File: config.mk
export PLATFORM = sky130hd
export DESIGN_NAME = ors_tomb_cell
export DESIGN_NICKNAME = d
export VERILOG_FILES = /design/src/rtl/core/ors_pkg.sv /design/src/rtl/core/ors_tomb_cell.sv
export SDC_FILE = /design/constraint.sdc
export NUM_CORES = 1
export LEC_CHECK = 0
export ABC_CLOCK_PERIOD_IN_PS = 2100
export BUFFER_PORTS_ARGS = -buffer_cell sky130_fd_sc_hd__buf_2
export CORE_ASPECT_RATIO = 1.2
export CORE_UTILIZATION = 54
export CTS_BUF_LIST = sky130_fd_sc_hd__clkbuf_8
export DETAILED_ROUTE_END_ITERATION = 8
export PLACE_DENSITY = 0.83
export SLEW_MARGIN = 20
export SYNTH_ARGS = -nofsm -noshare
export SYNTH_HDL_FRONTEND = slang
export SYNTH_SLANG_ARGS = --single-unit
File: constraint.sdc
create_clock -name clock -period 2.1 [get_ports clock]
set_input_delay 0.525 -clock clock [delete_from_list [all_inputs] [get_ports clock]]
set_output_delay 0.525 -clock clock [all_outputs]
set_load 0.01 [all_outputs]
File: src/rtl/core/ors_pkg.sv
`default_nettype none
package ors_pkg;

   // opcodes of an input item
   localparam logic [2:0] OP_ADD        = 3'd0;
   localparam logic [2:0] OP_REMOVE     = 3'd1;
   localparam logic [2:0] OP_CONTAINS   = 3'd2;
   localparam logic [2:0] OP_MERGE_LIVE = 3'd3;
   localparam logic [2:0] OP_MERGE_TOMB = 3'd4;
   localparam logic [2:0] OP_LIST       = 3'd5;

   // default sizes
   localparam int LIVE_ENTRIES_DEF = 16;
   localparam int TOMB_ENTRIES_DEF = 64;
   localparam int ELEM_BITS_DEF    = 32;
   localparam int TAG_BITS_DEF     = 32;

   // a list run gives at most this many items
   localparam int LIST_MAX = 16;

   // port field widths
   localparam int OP_W    = 3;
   localparam int FIELD_W = 32;
   localparam int REQ_W   = 72;
   localparam int RSP_W   = 40;

   // per-cell control
   typedef struct packed {
      logic load;    // take the new pair
      logic shift;   // take the pair of the next cell up
   } cell_ctl_type;

endpackage
`default_nettype wire

File: src/rtl/core/ors_tomb_cell.sv
`default_nettype none
module ors_tomb_cell #(
   parameter int ELEM_BITS = 32,
   parameter int TAG_BITS  = 32
) (
   input  wire                      clock,
   input  wire                      load,
   input  wire  [ELEM_BITS-1:0]     key_elem,
   input  wire  [TAG_BITS-1:0]      key_tag,
   output logic                     eq_pair
);
   import ors_pkg::*;

   logic [ELEM_BITS-1:0] elem_ff;
   logic [TAG_BITS-1:0]  tag_ff;

   // the key is also the pair written on load
   always_ff @(posedge clock) begin
      if (load) begin
         elem_ff <= key_elem;
         tag_ff  <= key_tag;
      end
   end

   assign eq_pair = (elem_ff == key_elem) && (tag_ff == key_tag);

endmodule
`default_nettype wire

# ---- Word-level counts from Yosys, hierarchy flattened
# Cells that the tools add are included.
dict set report totals {
  ff_bits 64
  output_inout_bits 1
  elab_cells 5
}
dict set report op_classes {
  n_eq_ne 2
  n_reduce_logical 1
}
# cell count
set ops {}
lappend ops {{$eq A32 B32 Y1} 2}
lappend ops {{$logic_and A1 B1 Y1} 1}

# ---- Longest topological paths before layout
# Gate-level depths: netlist of run 1.
dict set report depth {
  word_depth 2
  depth_mapped 4
  mapped_depth_nobuf 4
}

# ---- Worst setup path before layout of run 1
# OpenSTA, ideal clock, no wires.
dict set report synth_timing {
  kind {input-to-output}
  start {input key_elem[10]}
  end {output eq_pair}
  arrival_time_ns 1.424
  required_ns 1.575
  slack_ns 0.151
  path_stages 4
  n_path_buf 0
  cell_sequence {xor2_1 nor4_1 nand4_1 nor4_2}
}
dict set report synth_between {
  elab_chain_len 2
}
# element line
set synth_rtl {}
lappend synth_rtl {{start, declared} ors_tomb_cell.sv:8} ;# input wire [ELEM_BITS-1:0] key_elem,
lappend synth_rtl {{$eq A32 B32 Y1} ors_tomb_cell.sv:25} ;# assign eq_pair = (elem_ff == key_elem) && (tag_ff == key_tag);
lappend synth_rtl {{$logic_and A1 B1 Y1} ors_tomb_cell.sv:25}
lappend synth_rtl {{end, declared} ors_tomb_cell.sv:10} ;# output logic eq_pair
# No other way between the ends.

# ---- Final worst setup path of run 1
dict set report layout_timing {
  start {register elem_ff[22]}
  end {output eq_pair}
}
dict set report layout_between {
  elab_chain_len 2
}
# element line
set layout_rtl {}
lappend layout_rtl {{start, declared} ors_tomb_cell.sv:14} ;# logic [ELEM_BITS-1:0] elem_ff;
lappend layout_rtl {{start signal, assigned} ors_tomb_cell.sv:20} ;# elem_ff <= key_elem;
lappend layout_rtl {{$eq A32 B32 Y1} ors_tomb_cell.sv:25}
lappend layout_rtl {{$logic_and A1 B1 Y1} ors_tomb_cell.sv:25}
# No other way between the ends.

==> out/summary.txt, run 1 <==
==============================================================================
Htree depth                                                                  3
Clock share of power                                                     34.2%
Largest net degree at the start of global routing                           33
Final-layout fill cell count                                               319
Fraction of the yosys area taken by sequential cells                    73.35%
Gate power share                                                          9.6%
Chip Width                                                            65.59 um
Hold/Removal Path Class                                              in -> reg
Post-CTS setup buffer count                                                  0
Main combinational cell family by area after synthesis            XOR/XNOR gates
Initial Util                                                            56.61%
Portion of netlist area occupied by mux cells                               0%
Number of rows in the core area                                             27
Placed Cells                                                               286
Critical Path End Type                                              output pin
Internal                                                              2.178 mW
Grt total ovfl                                                               0
Worst-margin pin slew                                                 404.0 ps
Cells on Worst Hold Path                                                     1
Die outline area                                                    5136 sq um
Hold path startpoint                                              key_elem[18]
Pre-CTS WS                                                           -237.1 ps
Kind of start point of the critical path                             flip-flop
Gate count after technology mapping                                        149
Global routing usage on met3                                            7.413%
Finished Layout Cells                                                      301
Setup slack after layout                                             -254.6 ps
Per-cell via count in the routed design                                  5.066
Share of the synthesized area in compound gates (AO/OA/AOI/OAI)             0%
Sequential cell fraction of total power                                  56.2%
Avg Inst Size Synth                                                17.58 sq um
Seq cells post-synth                                                        64
Syn-to-layout area delta                                                27.51%
Net switching share of the total power                                  21.80%
Final weighted congestion in routability-driven placement               0.7367
Leading cell type in the layout, fill and taps excluded           sky130_fd_sc_hd__buf_2
Via count of the first global-routing pass                                1639
Final hold violation count                                                   0
Minimum clock period                                                   2355 ps
DRC viols                                                                    0
Ant diodes                                                                   0
Most frequent cells in the layout                                 66 x sky130_fd_sc_hd__buf_2, 64 x sky130_fd_sc_hd__xor2_1, 64 x sky130_fd_sc_hd__edfxtp_1, 13 x sky130_fd_sc_hd__buf_4
First-pass GRT wire length                                            6.975 mm
Violations in the final reports                                   negative setup slack
Fin. max-slew vios                                                           0
Synthesized net count                                                      215
Initial antenna violation count                                              0
Total Routed Length                                                   4.516 mm
Power density over the cells                                      833.8 nW/um^2
Ports placed on the boundary                                                67
Setup repair after global routing missed its margin                       true
Worst IR Drop VDD                                                    0.5571 mV
Total number of nets in the final design                                   305
Estimated wirelength of the detail-placed design                      3.238 mm
Global-route met2 utilization                                           31.13%
Clock transition at the registers of the reported paths                  70 ps
Crit path kind                                                      reg -> out
1st-pass router iterations                                                   4
Fmax                                                                 424.7 MHz
Yosys synthesis warning count                                                0
1st-iter DRT viols                                                          81
Area of the mapped netlist                                          2620 sq um
Fraction of the mapped netlist area in adder cells                          0%
Crit path DAT                                                          1830 ps
Clock tree from TritonCTS                                                built
Simple-gate share of the synthesized area                               5.253%
P_sw                                                                 0.6072 mW
Area inside the core boundary                                       4628 sq um
Final Total Pwr                                                       2.785 mW
Tcrit/Tclk final                                                        112.1%
Max-capacitance violation count                                              0
Leakage dissipation                                                   1.333 nW
Global routing met1 resource utilization                                21.87%
Die Ht                                                                78.31 um
CTS Sinks                                                                   64
Fraction of synthesized cell area in xor and xnor cells                 21.39%
Worst endpoint required time                                           1570 ps
Number of buffers between clock root and the deepest sink                    2
Global-route usage over all layers                                      19.35%
Total number of vias                                                      1525
Hold_ws                                                               392.1 ps
Routed Antenna Nets                                                          0
Number of library cell types mapped by synthesis                             5
Worst-path fanout max                                                        1
CTS Buf Count                                                                9
Status                                                            finished, violations left
Input/output buffers                                                        66
Routed wire per std cell                                              15.00 um
Share of layout cells above drive strength 1                            41.15%
Timing startpoint of the critical path                             elem_ff[22]
Slew margin rel.                                                        73.07%
Clock root buffer                                                 sky130_fd_sc_hd__clkbuf_8
GR peak layer                                                             met2
Final setup violation count                                                  1
==============================================================================
## final timing paths
check                    endpoint  slack [ps]
worst min-delay path  elem_ff[18]         390
worst max-delay path      eq_pair        -250
## area by class of cell
type	instances	area, sq um	area share, %
Sequential cell	64	1922	57.53
Multi-Input combinational cell	85	742.0	22.21
Timing Repair Buffer	79	427.9	12.81
Clock buffer	9	123.9	3.708
Tap cell	58	72.57	2.172
Clock inverter	6	52.55	1.573
## kinds of logic (layout without fill, tap and decap cells)
group,count (synthesis),after routing
flops,64,64
xor+xnor,64,64
simple gates,21,21
buf+inv,0,94
## sequential cells by signal, summed over array words and instances, names as in the netlist
signal	count
elem_ff	32
tag_ff	32
## metrics by stage
stage / instance area (sq um) / utilization, % / setup TNS [ps]
3_3_place_gp: 3120 / 67.42 / -186.8
2_1_floorplan: 2620 / - / 0
6_report: 3341 / 72.18 / -254.6
4_1_cts: 3322 / 71.78 / -255.8
3_5_place_dp: 3120 / 67.42 / -237.1
5_1_grt: 3341 / 72.18 / -352.1
## per-layer routing
layer	part of all wire, %	wire [um]
met4	1.4	61
met1	42	1912
met3	5.6	254
met5	0	0
met2	51	2287
## synth_stat cells (all sizes together)
cell type,number,area [sq um]
nand4,4,25.02
xor2,64,560.5
edfxtp,64,1922
nor4,17,112.6
## power by group through the flow
stage / clock [mW] / combinational, mW / sequential, mW
2_1_floorplan: 0 / 0.104 / 1.58
3_3_place_gp: 0 / 0.241 / 1.58
3_5_place_dp: 0 / 0.250 / 1.59
4_1_cts: 0.972 / 0.262 / 1.57
5_1_grt: 1.02 / 0.293 / 1.57
6_report: 0.953 / 0.267 / 1.57
## timing repair
action	4_1_cts	5_1_grt
endpoints found under the hold margin	0	0
resized for setup	4	3
setup endpoints to repair	1	1
hold buffers	0	0
pin swaps	8	2
## worst max-delay path, stage by stage (launching register included)
cell,delay (ps)
sky130_fd_sc_hd__edfxtp_1,390
sky130_fd_sc_hd__xor2_1,160
sky130_fd_sc_hd__nor4_2,310
sky130_fd_sc_hd__nand4_1,160
sky130_fd_sc_hd__nor4_2,290
sky130_fd_sc_hd__buf_2,190
Power figures use the tool's default switching activity.
==> run 2: changes to the inputs <==
Settings changed: CORE_ASPECT_RATIO 1.2 to unset.
==> run 2 against run 1 <==
Net effect:
- the run still ends with negative setup slack left
- sequential cell count stayed put
- critical path depth stayed put
- final area is 2.2% lower
- non-clock buffer count is 5 lower
- largest power group unchanged
- combinational power is 6% lower
==> out/summary.txt, run 2 (synthesis gave the netlist of run 1 again) <==
========================================================================
Worst endpoint required time                                     1570 ps
Per-cell via count in the routed design                            5.062
Ports placed on the boundary                                          67
First-pass GRT wire length                                      6.534 mm
Worst-path fanout max                                                  1
Fmax                                                           429.7 MHz
Total Routed Length                                             4.139 mm
Crit path kind                                                reg -> out
Routed wire per std cell                                        14.27 um
Die outline area                                              5134 sq um
Via count of the first global-routing pass                          1396
Number of buffers between clock root and the deepest sink              2
Fin. max-slew vios                                                     0
Setup repair after global routing missed its margin                 true
Tcrit/Tclk final                                                  110.8%
1st-iter DRT viols                                                    85
Initial antenna violation count                                        0
CTS Sinks                                                             64
Number of rows in the core area                                       24
DRC viols                                                              0
Worst-margin pin slew                                           331.2 ps
Max-capacitance violation count                                        0
Area occupied by multi-input gates                           729.5 sq um
Biggest regs                                                elem_ff: 32 flops, tag_ff: 32 flops
Final weighted congestion in routability-driven placement         0.7218
Hold/Removal Path Class                                        in -> reg
Timing startpoint of the critical path                        tag_ff[30]
Htree depth                                                            3
Cells on Worst Hold Path                                               1
Leakage dissipation                                             1.304 nW
Setup slack after layout                                       -227.0 ps
Most frequent cells in the layout                           66 x sky130_fd_sc_hd__buf_2, 64 x sky130_fd_sc_hd__xor2_1, 64 x sky130_fd_sc_hd__edfxtp_1, 11 x sky130_fd_sc_hd__nor4_1, 9 x sky130_fd_sc_hd__clkbuf_8
Routed Antenna Nets                                                    0
Kind of start point of the critical path                       flip-flop
1st-pass router iterations                                             4
Largest net degree at the start of global routing                     65
Status                                                      finished, violations left
Area inside the core boundary                                 4504 sq um
Clock transition at the registers of the reported paths            60 ps
Chip Width                                                      71.66 um
Grt total ovfl                                                         0
Initial Util                                                      58.17%
Final setup violation count                                            1
Die Ht                                                          71.66 um
Final Total Pwr                                                 2.618 mW
Total number of vias                                                1468
Share of layout cells above drive strength 1                      37.39%
Critical Path End Type                                        output pin
Clock root buffer                                           sky130_fd_sc_hd__clkbuf_8
Leading cell type in the layout, fill and taps excluded     sky130_fd_sc_hd__buf_2
Number of hold buffers added after cts                                 0
Final-layout fill cell count                                         308
Min-Delay Endpoint                                             tag_ff[8]
Estimated wirelength of the detail-placed design                2.926 mm
Syn-to-layout area delta                                          24.64%
Ant diodes                                                             0
Crit path DAT                                                    1800 ps
Total number of nets in the final design                             300
Input/output buffers                                                  66
Violations in the final reports                             negative setup slack
Seq. cell area                                                1922 sq um
Clock tree from TritonCTS                                          built
Minimum clock period                                             2327 ps
Power density over the cells                                801.6 nW/um^2
CTS Buf Count                                                          9
Worst IR Drop VDD                                              0.5628 mV
Final core utilization                                            72.50%
Post-CTS setup buffer count                                            0
Global-route usage over all layers                                18.06%
Hold path startpoint                                          key_tag[8]
Final hold violation count                                             0
Slew margin rel.                                                  77.92%
========================================================================
-- run 2: cell count changes in the layout (fill, tap and decap cells not counted) --
cell	change
sky130_fd_sc_hd__clkinv_2	-3
sky130_fd_sc_hd__nor4_2	-2
sky130_fd_sc_hd__inv_1	+3
sky130_fd_sc_hd__buf_12	+1
sky130_fd_sc_hd__buf_4	-6
sky130_fd_sc_hd__nor4_1	+2
sky130_fd_sc_hd__bufinv_16	-1
sky130_fd_sc_hd__clkinv_1	+1
-- run 2: what timing repair did --
action	4_1_cts	5_1_grt
gates resized for setup	3	2
endpoints found under the setup margin	1	1
pin swaps	4	1
-- run 2: how the worst max path moves through the flow --
stage                     slack, ps  cells past startpoint      end
after floorplan                 150                      4  eq_pair
after global placement         -210                      6  eq_pair
after detailed placement       -220                      6  eq_pair
after CTS                      -280                      5  eq_pair
after global routing           -360                      5  eq_pair
final                          -230                      5  eq_pair
-- run 2: metrics by stage --
| step | hold slack [ps] | cells | instance area (sq um) | worst slack, ps | TNS, ps |
|---|---|---|---|---|---|
| floorplan | 623.9 | 149 | 2620 | 151.5 | 0 |
| detailed placement | 729.1 | 275 | 3088 | -218.0 | -218.0 |
| CTS | 374.9 | 290 | 3253 | -284.3 | -284.3 |
| global placement | 726.3 | 275 | 3088 | -206.2 | -206.2 |
| finish | 388.1 | 290 | 3266 | -227.0 | -227.0 |
| global route | 367.2 | 290 | 3266 | -364.3 | -364.3 |
-- run 2: routing by layer --
metal	global-route usage, %	wire, um	vias to the layer above
met4	9.150	68	0
li1	-	-	732
met1	23.80	1864	675
met3	7.173	278	7
met2	26.21	1928	54
met5	0	0	-
-- run 2: layout make-up --
cell class	count	area share, %
tap	52	1.992
timing repair buffer	74	12.34
multi-input combinational	85	22.34
clock buffer	9	3.793
sequential	64	58.85
clock inverter	6	0.6897
-- run 2: critical path, cell delays in order, from the launching register on --
cell                       delay, ps
sky130_fd_sc_hd__edfxtp_1        380
sky130_fd_sc_hd__xor2_1          160
sky130_fd_sc_hd__nor4_2          290
sky130_fd_sc_hd__nand4_1         180
sky130_fd_sc_hd__nor4_2          280
sky130_fd_sc_hd__buf_2           180
-- run 2: where the power goes --
| group | total (mW) | switching [mW] | leakage, nW | internal (mW) |
|---|---|---|---|---|
| sequential | 1.56 | 0.0422 | 0.626 | 1.52 |
| clock | 0.803 | 0.407 | 0.0892 | 0.396 |
| combinational | 0.252 | 0.125 | 0.589 | 0.126 |
