## src/rtl/core/ors_pkg.sv

```systemverilog
`default_nettype none
package ors_pkg;

   // opcodes of an input item
   localparam logic [2:0] OP_ADD        = 3'd0;
   localparam logic [2:0] OP_REMOVE     = 3'd1;
   localparam logic [2:0] OP_CONTAINS   = 3'd2;
   localparam logic [2:0] OP_MERGE_LIVE = 3'd3;
   localparam logic [2:0] OP_MERGE_TOMB = 3'd4;
   localparam logic [2:0] OP_LIST       = 3'd5;

   // default sizes
   localparam int LIVE_ENTRIES_DEF = 16;
   localparam int TOMB_ENTRIES_DEF = 64;
   localparam int ELEM_BITS_DEF    = 32;
   localparam int TAG_BITS_DEF     = 32;

   // a list run gives at most this many items
   localparam int LIST_MAX = 16;

   // port field widths
   localparam int OP_W    = 3;
   localparam int FIELD_W = 32;
   localparam int REQ_W   = 72;
   localparam int RSP_W   = 40;

   // per-cell control
   typedef struct packed {
      logic load;    // take the new pair
      logic shift;   // take the pair of the next cell up
   } cell_ctl_type;

endpackage
`default_nettype wire

```

## src/rtl/core/ors_live_cell.sv

```systemverilog
`default_nettype none
module ors_live_cell #(
   parameter int ELEM_BITS = 32,
   parameter int TAG_BITS  = 32
) (
   input  wire                      clock,
   input  wire ors_pkg::cell_ctl_type ctl,
   input  wire  [ELEM_BITS-1:0]     new_elem,
   input  wire  [TAG_BITS-1:0]      new_tag,
   input  wire  [ELEM_BITS-1:0]     nb_elem,
   input  wire  [TAG_BITS-1:0]      nb_tag,
   input  wire  [ELEM_BITS-1:0]     key_elem,
   input  wire  [TAG_BITS-1:0]      key_tag,
   output logic [ELEM_BITS-1:0]     elem,
   output logic [TAG_BITS-1:0]      tag,
   output logic                     eq_elem,
   output logic                     eq_pair
);
   import ors_pkg::*;

   logic [ELEM_BITS-1:0] elem_ff;
   logic [TAG_BITS-1:0]  tag_ff;

   // payload: load beats shift, otherwise hold
   always_ff @(posedge clock) begin
      if (ctl.load) begin
         elem_ff <= new_elem;
         tag_ff  <= new_tag;
      end else if (ctl.shift) begin
         elem_ff <= nb_elem;
         tag_ff  <= nb_tag;
      end
   end

   // compare against the key
   assign eq_elem = (elem_ff == key_elem);
   assign eq_pair = eq_elem && (tag_ff == key_tag);
   assign elem    = elem_ff;
   assign tag     = tag_ff;

endmodule
`default_nettype wire

```

## config.mk

```make
export PLATFORM = sky130hd
export DESIGN_NAME = ors_live_cell
export DESIGN_NICKNAME = d
export VERILOG_FILES = /design/src/rtl/core/ors_pkg.sv /design/src/rtl/core/ors_live_cell.sv
export SDC_FILE = /design/constraint.sdc
export NUM_CORES = 1
export LEC_CHECK = 0
export ABC_AREA = 1
export BUFFER_PORTS_ARGS = -buffer_cell sky130_fd_sc_hd__buf_2
export CORE_MARGIN = 4
export CORE_UTILIZATION = 40
export CTS_CLUSTER_DIAMETER = 50
export DETAILED_ROUTE_END_ITERATION = 8
export GPL_ROUTABILITY_DRIVEN = 0
export GPL_TIMING_DRIVEN = 0
export PLACE_DENSITY = 0.79
export SYNTH_ARGS = -nofsm -noshare
export SYNTH_HDL_FRONTEND = slang
export SYNTH_SLANG_ARGS = --single-unit
```

## constraint.sdc

```tcl
create_clock -name clock -period 4.7 [get_ports clock]
set_input_delay 0.47 -clock clock [delete_from_list [all_inputs] [get_ports clock]]
set_output_delay 0.47 -clock clock [all_outputs]
set_load 0.02 [all_outputs]
```

Word level (Yosys, flattened, before mapping)
Cells that the tools add are included.
Cells by class
  multiplexer cells: 4
  equal/unequal tests: 2
  reduce and logical (&&, ||, !) cells: 2
Operators by type and width (count)
  $mux 32: 4
  $eq 32x32->1: 2
  $reduce_bool 2->1: 1
  $logic_and 1x1->1: 1
Word-level totals
  output and inout bits: 66
  input bits: 195
  bits in registers: 64
  logic and storage cells: 10

Depth between registers and ports, before layout
Gate-level depths: netlist (run 1).
  depth after elaboration: 2
  mapped depth: 9
  mapped depth without buffers: 9

Least setup slack after synthesis (run 1)
No wires, ideal clock.
  kind: in2reg
  start point: input port ctl[1] (netlist bit)
  end point: register elem_ff[0], in the netlist elem[0] (enable)
  data required time: 4.306 ns
  library setup time: 0.394 ns
  buffers on the path: 1
  setup slack: 2.836 ns
  arrival: 1.470 ns
  stages: 2
  path through: buf_2 > or2_2
On the way
  longest elaborated chain between the ends: 1
Ends and longest elaborated chain
  start, declared: RTL line ors_live_cell.sv:7  | input wire ors_pkg::cell_ctl_type ctl,
  $reduce_bool 2->1 (no line)
  end signal, assigned: RTL line ors_live_cell.sv:27  | elem_ff <= new_elem;
  end signal, assigned: RTL line ors_live_cell.sv:30  | elem_ff <= nb_elem;
  end, declared: RTL line ors_live_cell.sv:21  | logic [ELEM_BITS-1:0] elem_ff;
Every way passes these cells.
A chain may end at the register's enable or synchronous reset.

Final worst setup path (run 1)
  start point: register elem_ff[20], in the netlist elem[20]
  end point: output port eq_pair
On the way
  longest elaborated chain between the ends: 2
Ends and longest elaborated chain
  $eq 32x32->1: RTL line ors_live_cell.sv:36  | assign eq_elem = (elem_ff == key_elem);
  $logic_and 1x1->1: RTL line ors_live_cell.sv:37  | assign eq_pair = eq_elem && (tag_ff == key_tag);
  end, declared: RTL line ors_live_cell.sv:17  | output logic eq_pair
Every way passes these cells.

==> results.ini, run 1 <==
[clock_network]
cts_setup_buffers=0
clk_pin_slew_worst_paths_ns=0.08
cts-root-buf=clkbuf_8
cts_sinks=64
cts_tree=yes
htree_levels=3
hold_buffers=0
cts_made_buffers=9
cts.repair.resized=0
cts_buffer_depth=2

[route]
vias_per_cell=4.50
wire_per_inst_um=13.9
vias=3700
wl_um=11400
ant_nets=0
firstDrtPassIters=6
drt_drc_violations_left=0
drt_iter0_markers=94

[worst_setup_path]
critPathArrivalTime_ns=1.70
path_max_fanout=3
cp-end-kind=output port
crit_start=elem[20]$_DFFE_PP_
cp-start-kind=flip-flop
crit_path_end=eq_pair
worstPathRequired_ns=4.23
path_class=flip-flop to output port

[layout]
syn2layout_area_growth_pct=45.0
n_antenna_cell=0
fin_nets=905
drive_above_1_share=0.399
final_util=0.598

[die]
start_util=0.412
core_um2=8760
rows=34
die_area_um2=10600
die_h_um=103
ioPinCount=261
chipWidth_um=103

[yosys]
synth_flop_cell=edfxtp_1
yosys_warnings=0
synth_edf_count=64
yosysTopAreaCellShare=0.532
synth_area_leaders=edfxtp_1 53%, nand2_1 27%, xnor2_1 13%
yosysTopAreaCell=edfxtp_1
syn_avg_cell_area_um2=8.23
yosysUniqueCellTypes=9
synth_seq_area_share=0.532
synth_cells=439
synth_common_cells=264 x nand2_1, 64 x edfxtp_1, 54 x xnor2_1
synth_seq_cells=64
synth_most_common_cell=nand2_1
synth_nets=634
async_flop_share=0
syn_area_um2=3610

[global_route]
grt_max_degree=65
grt_pass1_wl_um=16800
gr-total-overflow=0
antenna_found_initial=0
grt_pass1_vias=3740
grt_usage=0.208

[sta]
period_minus_slack_ns=2.17
layout_setup_ws_ns=2.53
setup_viol=0
slew_violations=0
worst_pin_slew_ns=0.886
hold_viol_final=0
fmax_mhz=461
post-route-period-util=0.462
timing.slew.headroom=0.409
setup_tns_ns=0
rsz0062_at_grt=false

[run]
maxCapViolations=0

[place]
dpl.hpwl_um=9530
dp_slack_ns=2.68
place.port_buffers=260

[power_and_ir_drop]
vdd_drop_max_uv=179
p_sw_mw=0.496
clkPwrFrac=0.284
swShare=0.305
p_total_mw=1.62
p_int_mw=1.13
power_leakage_nw=2.79
p_seq_frac=0.460
combPwrFrac=0.256
powerDensity_nw_per_um2=310

[worst_hold_path]
hold_path.class=input port to flip-flop
min_from=nb_tag[24]

[status]
status=finished clean

==> stage by stage <==
stage,hold slack (ns),cells,instance area (um^2)
after floorplan,0.649,439,3610
final,0.399,823,5240
after detailed placement,0.739,807,5050
after global placement,0.734,807,5050
after global routing,0.390,823,5240
after CTS,0.381,823,5240
==> cells in the final DEF, fill, tap and decap left out <==
| master | n |
|---|---|
| buf_2 | 268 |
| nand2_1 | 264 |
| edfxtp_1 | 64 |
| xnor2_1 | 54 |
| inv_1 | 21 |
| nor2_1 | 21 |
| clkbuf_8 | 9 |
| clkbuf_1 | 6 |
| clkinv_2 | 3 |
| clkinvlp_4 | 2 |
| inv_2 | 1 |
| or2_4 | 1 |
| bufinv_16 | 1 |
==> worst min path at each step <==
stage	endpoint	slack, ns	cells past startpoint
4_1_cts	tag[28]$_DFFE_PP_	0.38	3
2_1_floorplan	elem[0]$_DFFE_PP_	0.65	2
6_report	tag[24]$_DFFE_PP_	0.40	3
5_1_grt	tag[28]$_DFFE_PP_	0.39	3
3_5_place_dp	elem[9]$_DFFE_PP_	0.74	3
3_3_place_gp	elem[22]$_DFFE_PP_	0.73	3
==> power by group through the flow <==
stage,combinational [mW],sequential (mW),clock (mW)
2_1_floorplan,0.153,0.837,0
3_3_place_gp,0.410,0.759,0
3_5_place_dp,0.419,0.761,0
4_1_cts,0.421,0.749,0.471
5_1_grt,0.457,0.756,0.496
6_report,0.415,0.748,0.462
==> cells by family after synthesis <==
logic type,synth area share
simple gates,0.298
flops,0.532
xor+xnor,0.131
buf+inv,0.0391
==> routing by layer <==
metal | GRT usage | wire [um] | vias to the layer above
li1 | - | - | 1896
met1 | 0.200 | 3890 | 1617
met2 | 0.403 | 6080 | 169
met3 | 0.0717 | 1220 | 18
met4 | 0.0767 | 238 | 0
met5 | 0 | 0 | -
==> area by class of cell <==
| class | instances | area [um^2] |
|---|---|---|
| Buffer | 13 | 58.8 |
| Fill cell | 831 | 3520 |
| Timing Repair Buffer | 260 | 1300 |
| Inverter | 22 | 82.6 |
| Multi-Input combinational cell | 340 | 1550 |
| Clock inverter | 6 | 60.1 |
| Tap cell | 108 | 135 |
| Clock buffer | 10 | 128 |
| Sequential cell | 64 | 1920 |
==> flip-flops by register name (all words and copies together) (netlist names) <==
| signal | flops |
|---|---|
| elem | 32 |
| tag | 32 |
==> worst max-delay path, stage by stage (launching register included) <==
cell	delay [ns]
edfxtp_1	0.42
inv_1	0.07
nand2_1	0.05
nand2_1	0.05
nand2_1	0.06
nor2_1	0.10
nand2_1	0.07
nor2_1	0.14
nand2_1	0.12
nor2_1	0.11
buf_2	0.18
Note: power is estimated with default switching activity, not from simulation.
==> run 2, diff against run 1 <==
--- a/config.mk
+++ b/config.mk
@@ -8,12 +8,12 @@
 export ABC_AREA = 1
 export BUFFER_PORTS_ARGS = -buffer_cell sky130_fd_sc_hd__buf_2
 export CORE_MARGIN = 4
-export CORE_UTILIZATION = 40
+export CORE_UTILIZATION = 37
 export CTS_CLUSTER_DIAMETER = 50
 export DETAILED_ROUTE_END_ITERATION = 8
 export GPL_ROUTABILITY_DRIVEN = 0
 export GPL_TIMING_DRIVEN = 0
-export PLACE_DENSITY = 0.79
+export PLACE_DENSITY = 0.77
 export SYNTH_ARGS = -nofsm -noshare
 export SYNTH_HDL_FRONTEND = slang
 export SYNTH_SLANG_ARGS = --single-unit
==> constraint.sdc (replaced) <==
create_clock -name clock -period 1.9 [get_ports clock]
set_input_delay 0.19 -clock clock [delete_from_list [all_inputs] [get_ports clock]]
set_output_delay 0.19 -clock clock [all_outputs]
set_load 0.02 [all_outputs]
==> run 2 against run 1 <==
- design area up 0.53%
- die area up 7.5%
- sequential share of layout area down 0.19 points
- sequential power up 150%
- global-route usage down 0.99 points
- worst hold slack worse by 0.28 ns
- combinational power up 150%
- highest routed layer unchanged
==> results.ini, run 2 (synthesized netlist as in run 1, its figures left out) <==
[status]
status=finished clean

[worst_setup_path]
critPathArrivalTime_ns=1.68  ; -0.02 ns
cp_cell_sequence=xnor2_1 -> nand2_1 -> nor2_2 -> nand2_1 -> nor2_1 -> nand2_2 -> nor2_1 -> buf_4
path_class=flip-flop to output port
path_max_fanout=2  ; -1
cp-start-kind=flip-flop
slowest_stage=edfxtp_1
cp-end-kind=output port
slowest_delay_ns=0.48  ; +0.06 ns
worstPathRequired_ns=1.71  ; -2.52 ns
crit_start=elem[6]$_DFFE_PP_
crit_path_end=eq_pair

[layout]
nFillCells=871  ; +4.8%
n_antenna_cell=0  ; unchanged
syn2layout_area_growth_pct=45.8
mostFrequentLayoutCell=buf_2
fin_nets=906  ; +0.11%
final_cell_mix=266 x buf_2, 263 x nand2_1, 64 x edfxtp_1
drive_above_1_share=0.402  ; +0.00363

[power_and_ir_drop]
clkPwrFrac=0.257  ; -0.027
powerDensity_nw_per_um2=737  ; +140%
p_seq_frac=0.478  ; +0.018
p_int_mw=2.65  ; +140%
swShare=0.316  ; +0.0110
vdd_drop_max_uv=364  ; +100%
p_total_mw=3.88  ; +140%
p_sw_mw=1.23  ; +150%
combPwrFrac=0.265  ; +0.009
power_leakage_nw=2.78  ; -0.44%

[worst_hold_path]
hold_path.class=input port to flip-flop
min_from=nb_tag[31]

[sta]
timing.slew.headroom=0.396  ; -0.0131
setup_viol=0  ; unchanged
fmax_mhz=534
post-route-period-util=0.985
period_minus_slack_ns=1.87
hold_viol_final=0  ; unchanged
rsz0062_at_grt=true
setup_tns_ns=0  ; unchanged
slew_violations=0  ; unchanged
worst_pin_slew_ns=0.906  ; +0.0196 ns

[route]
detailroute.wirelength.met2_um=6470  ; +6.4%
wl_um=11800  ; +3.4%
vias_per_cell=4.41  ; -1.9%
m1WireLength_um=4190  ; +7.7%
wire_per_inst_um=14.0  ; +0.71%
topRoutingLayerUsed=met4
ant_nets=0  ; unchanged
drt_drc_violations_left=0  ; unchanged
drt_iter0_markers=210  ; +120%
wl_met3_um=1000  ; -18%
vias=3726  ; +0.70%
firstDrtPassIters=4  ; -2

[clock_network]
cts_sinks=64  ; unchanged
cts-root-buf=clkbuf_8
cts_tree=yes
cts_made_buffers=9  ; unchanged
htree_levels=3  ; unchanged
clk_pin_slew_worst_paths_ns=0.07  ; about the same
cts_buffer_depth=2  ; unchanged

[global_route]
grt_max_degree=65  ; unchanged
grt_pass1_wl_um=17600  ; +5.1%
grt_pass1_vias=3788  ; +1.3%
grt_usage=0.198  ; -0.00988
antenna_found_initial=0  ; unchanged
gr-total-overflow=0  ; unchanged

[place]
place.port_buffers=260  ; unchanged
dpl.hpwl_um=9710  ; +1.9%

[run]
maxCapViolations=0  ; unchanged

[die]
die_area_um2=11400  ; +7.5%
chipWidth_um=107  ; +3.7%
rows=35  ; +2.9%
ioPinCount=261  ; unchanged
die_h_um=107  ; +3.7%
start_util=0.385  ; -0.0267
core_um2=9370  ; +6.9%

==> run 2: cell count changes in the layout (fill, tap and decap cells not counted), sizes merged <==
cell	delta
clkinv	+1
clkinvlp	+1
clkbuf	-1
buf	+1
bufinv	-1
==> run 2: final cells by class <==
| cell class | instances | area, um^2 | share of cell area |
|---|---|---|---|
| clock inverters | 7 | 38.8 | 0.00737 |
| plain buffers | 13 | 58.8 | 0.0112 |
| flip-flops and latches | 64 | 1920 | 0.365 |
| repair buffers | 261 | 1320 | 0.250 |
| inverters | 22 | 82.6 | 0.0157 |
| clock buffers | 9 | 124 | 0.0235 |
| well taps | 129 | 161 | 0.0306 |
| multi-input cells | 340 | 1560 | 0.297 |
==> run 2: worst min-delay path by stage <==
stage                          to  slack (ns)  cells after the start
3_5_place_dp    tag[31]$_DFFE_PP_        0.46                      3
4_1_cts         elem[2]$_DFFE_PP_        0.09                      3
3_3_place_gp   elem[31]$_DFFE_PP_        0.45                      3
6_report        tag[31]$_DFFE_PP_        0.11                      3
5_1_grt         tag[12]$_DFFE_PP_        0.10                      3
2_1_floorplan   elem[0]$_DFFE_PP_        0.37                      2
==> run 2: critical path, delay by kind of cell, from the launching register on <==
family / cells / cell delay [ns]
buffers and inverters: 1 / 0.15
AND/OR/NAND/NOR: 6 / 0.53
XOR/XNOR: 1 / 0.18
flip-flops: 1 / 0.48
==> run 2: routing by layer <==
layer,vias to the layer above,global-route usage
met2,167,0.384
li1,1896,-
met5,-,0
met3,12,0.0596
met4,0,0.0521
met1,1651,0.204
==> run 2: what timing repair did <==
action,CTS,global route
setup buffers,0,1
endpoints found under the setup margin,2,2
hold buffers,0,0
resized for setup,2,6
pin swaps,6,5
==> run 2: power by group through the flow <==
stage | logic, mW | clock network (mW) | registers (mW)
2_1_floorplan | 0.378 | 0 | 2.07
3_3_place_gp | 1.01 | 0 | 1.88
3_5_place_dp | 1.03 | 0 | 1.89
4_1_cts | 1.03 | 1.03 | 1.86
5_1_grt | 1.13 | 1.07 | 1.88
6_report | 1.03 | 0.996 | 1.86
==> run 2: stage by stage <==
stage / util / hold WS (ns) / setup WS, ns / cell area, um^2 / cells
floorplan: - / 0.369 / 0.316 / 3610 / 439
detailed placement: 0.542 / 0.458 / -0.320 / 5070 / 828
global placement: 0.542 / 0.454 / -0.237 / 5070 / 828
finish: 0.562 / 0.115 / 0.0289 / 5270 / 845
global route: 0.562 / 0.102 / -0.0823 / 5270 / 845
CTS: 0.559 / 0.0936 / -0.0292 / 5240 / 844
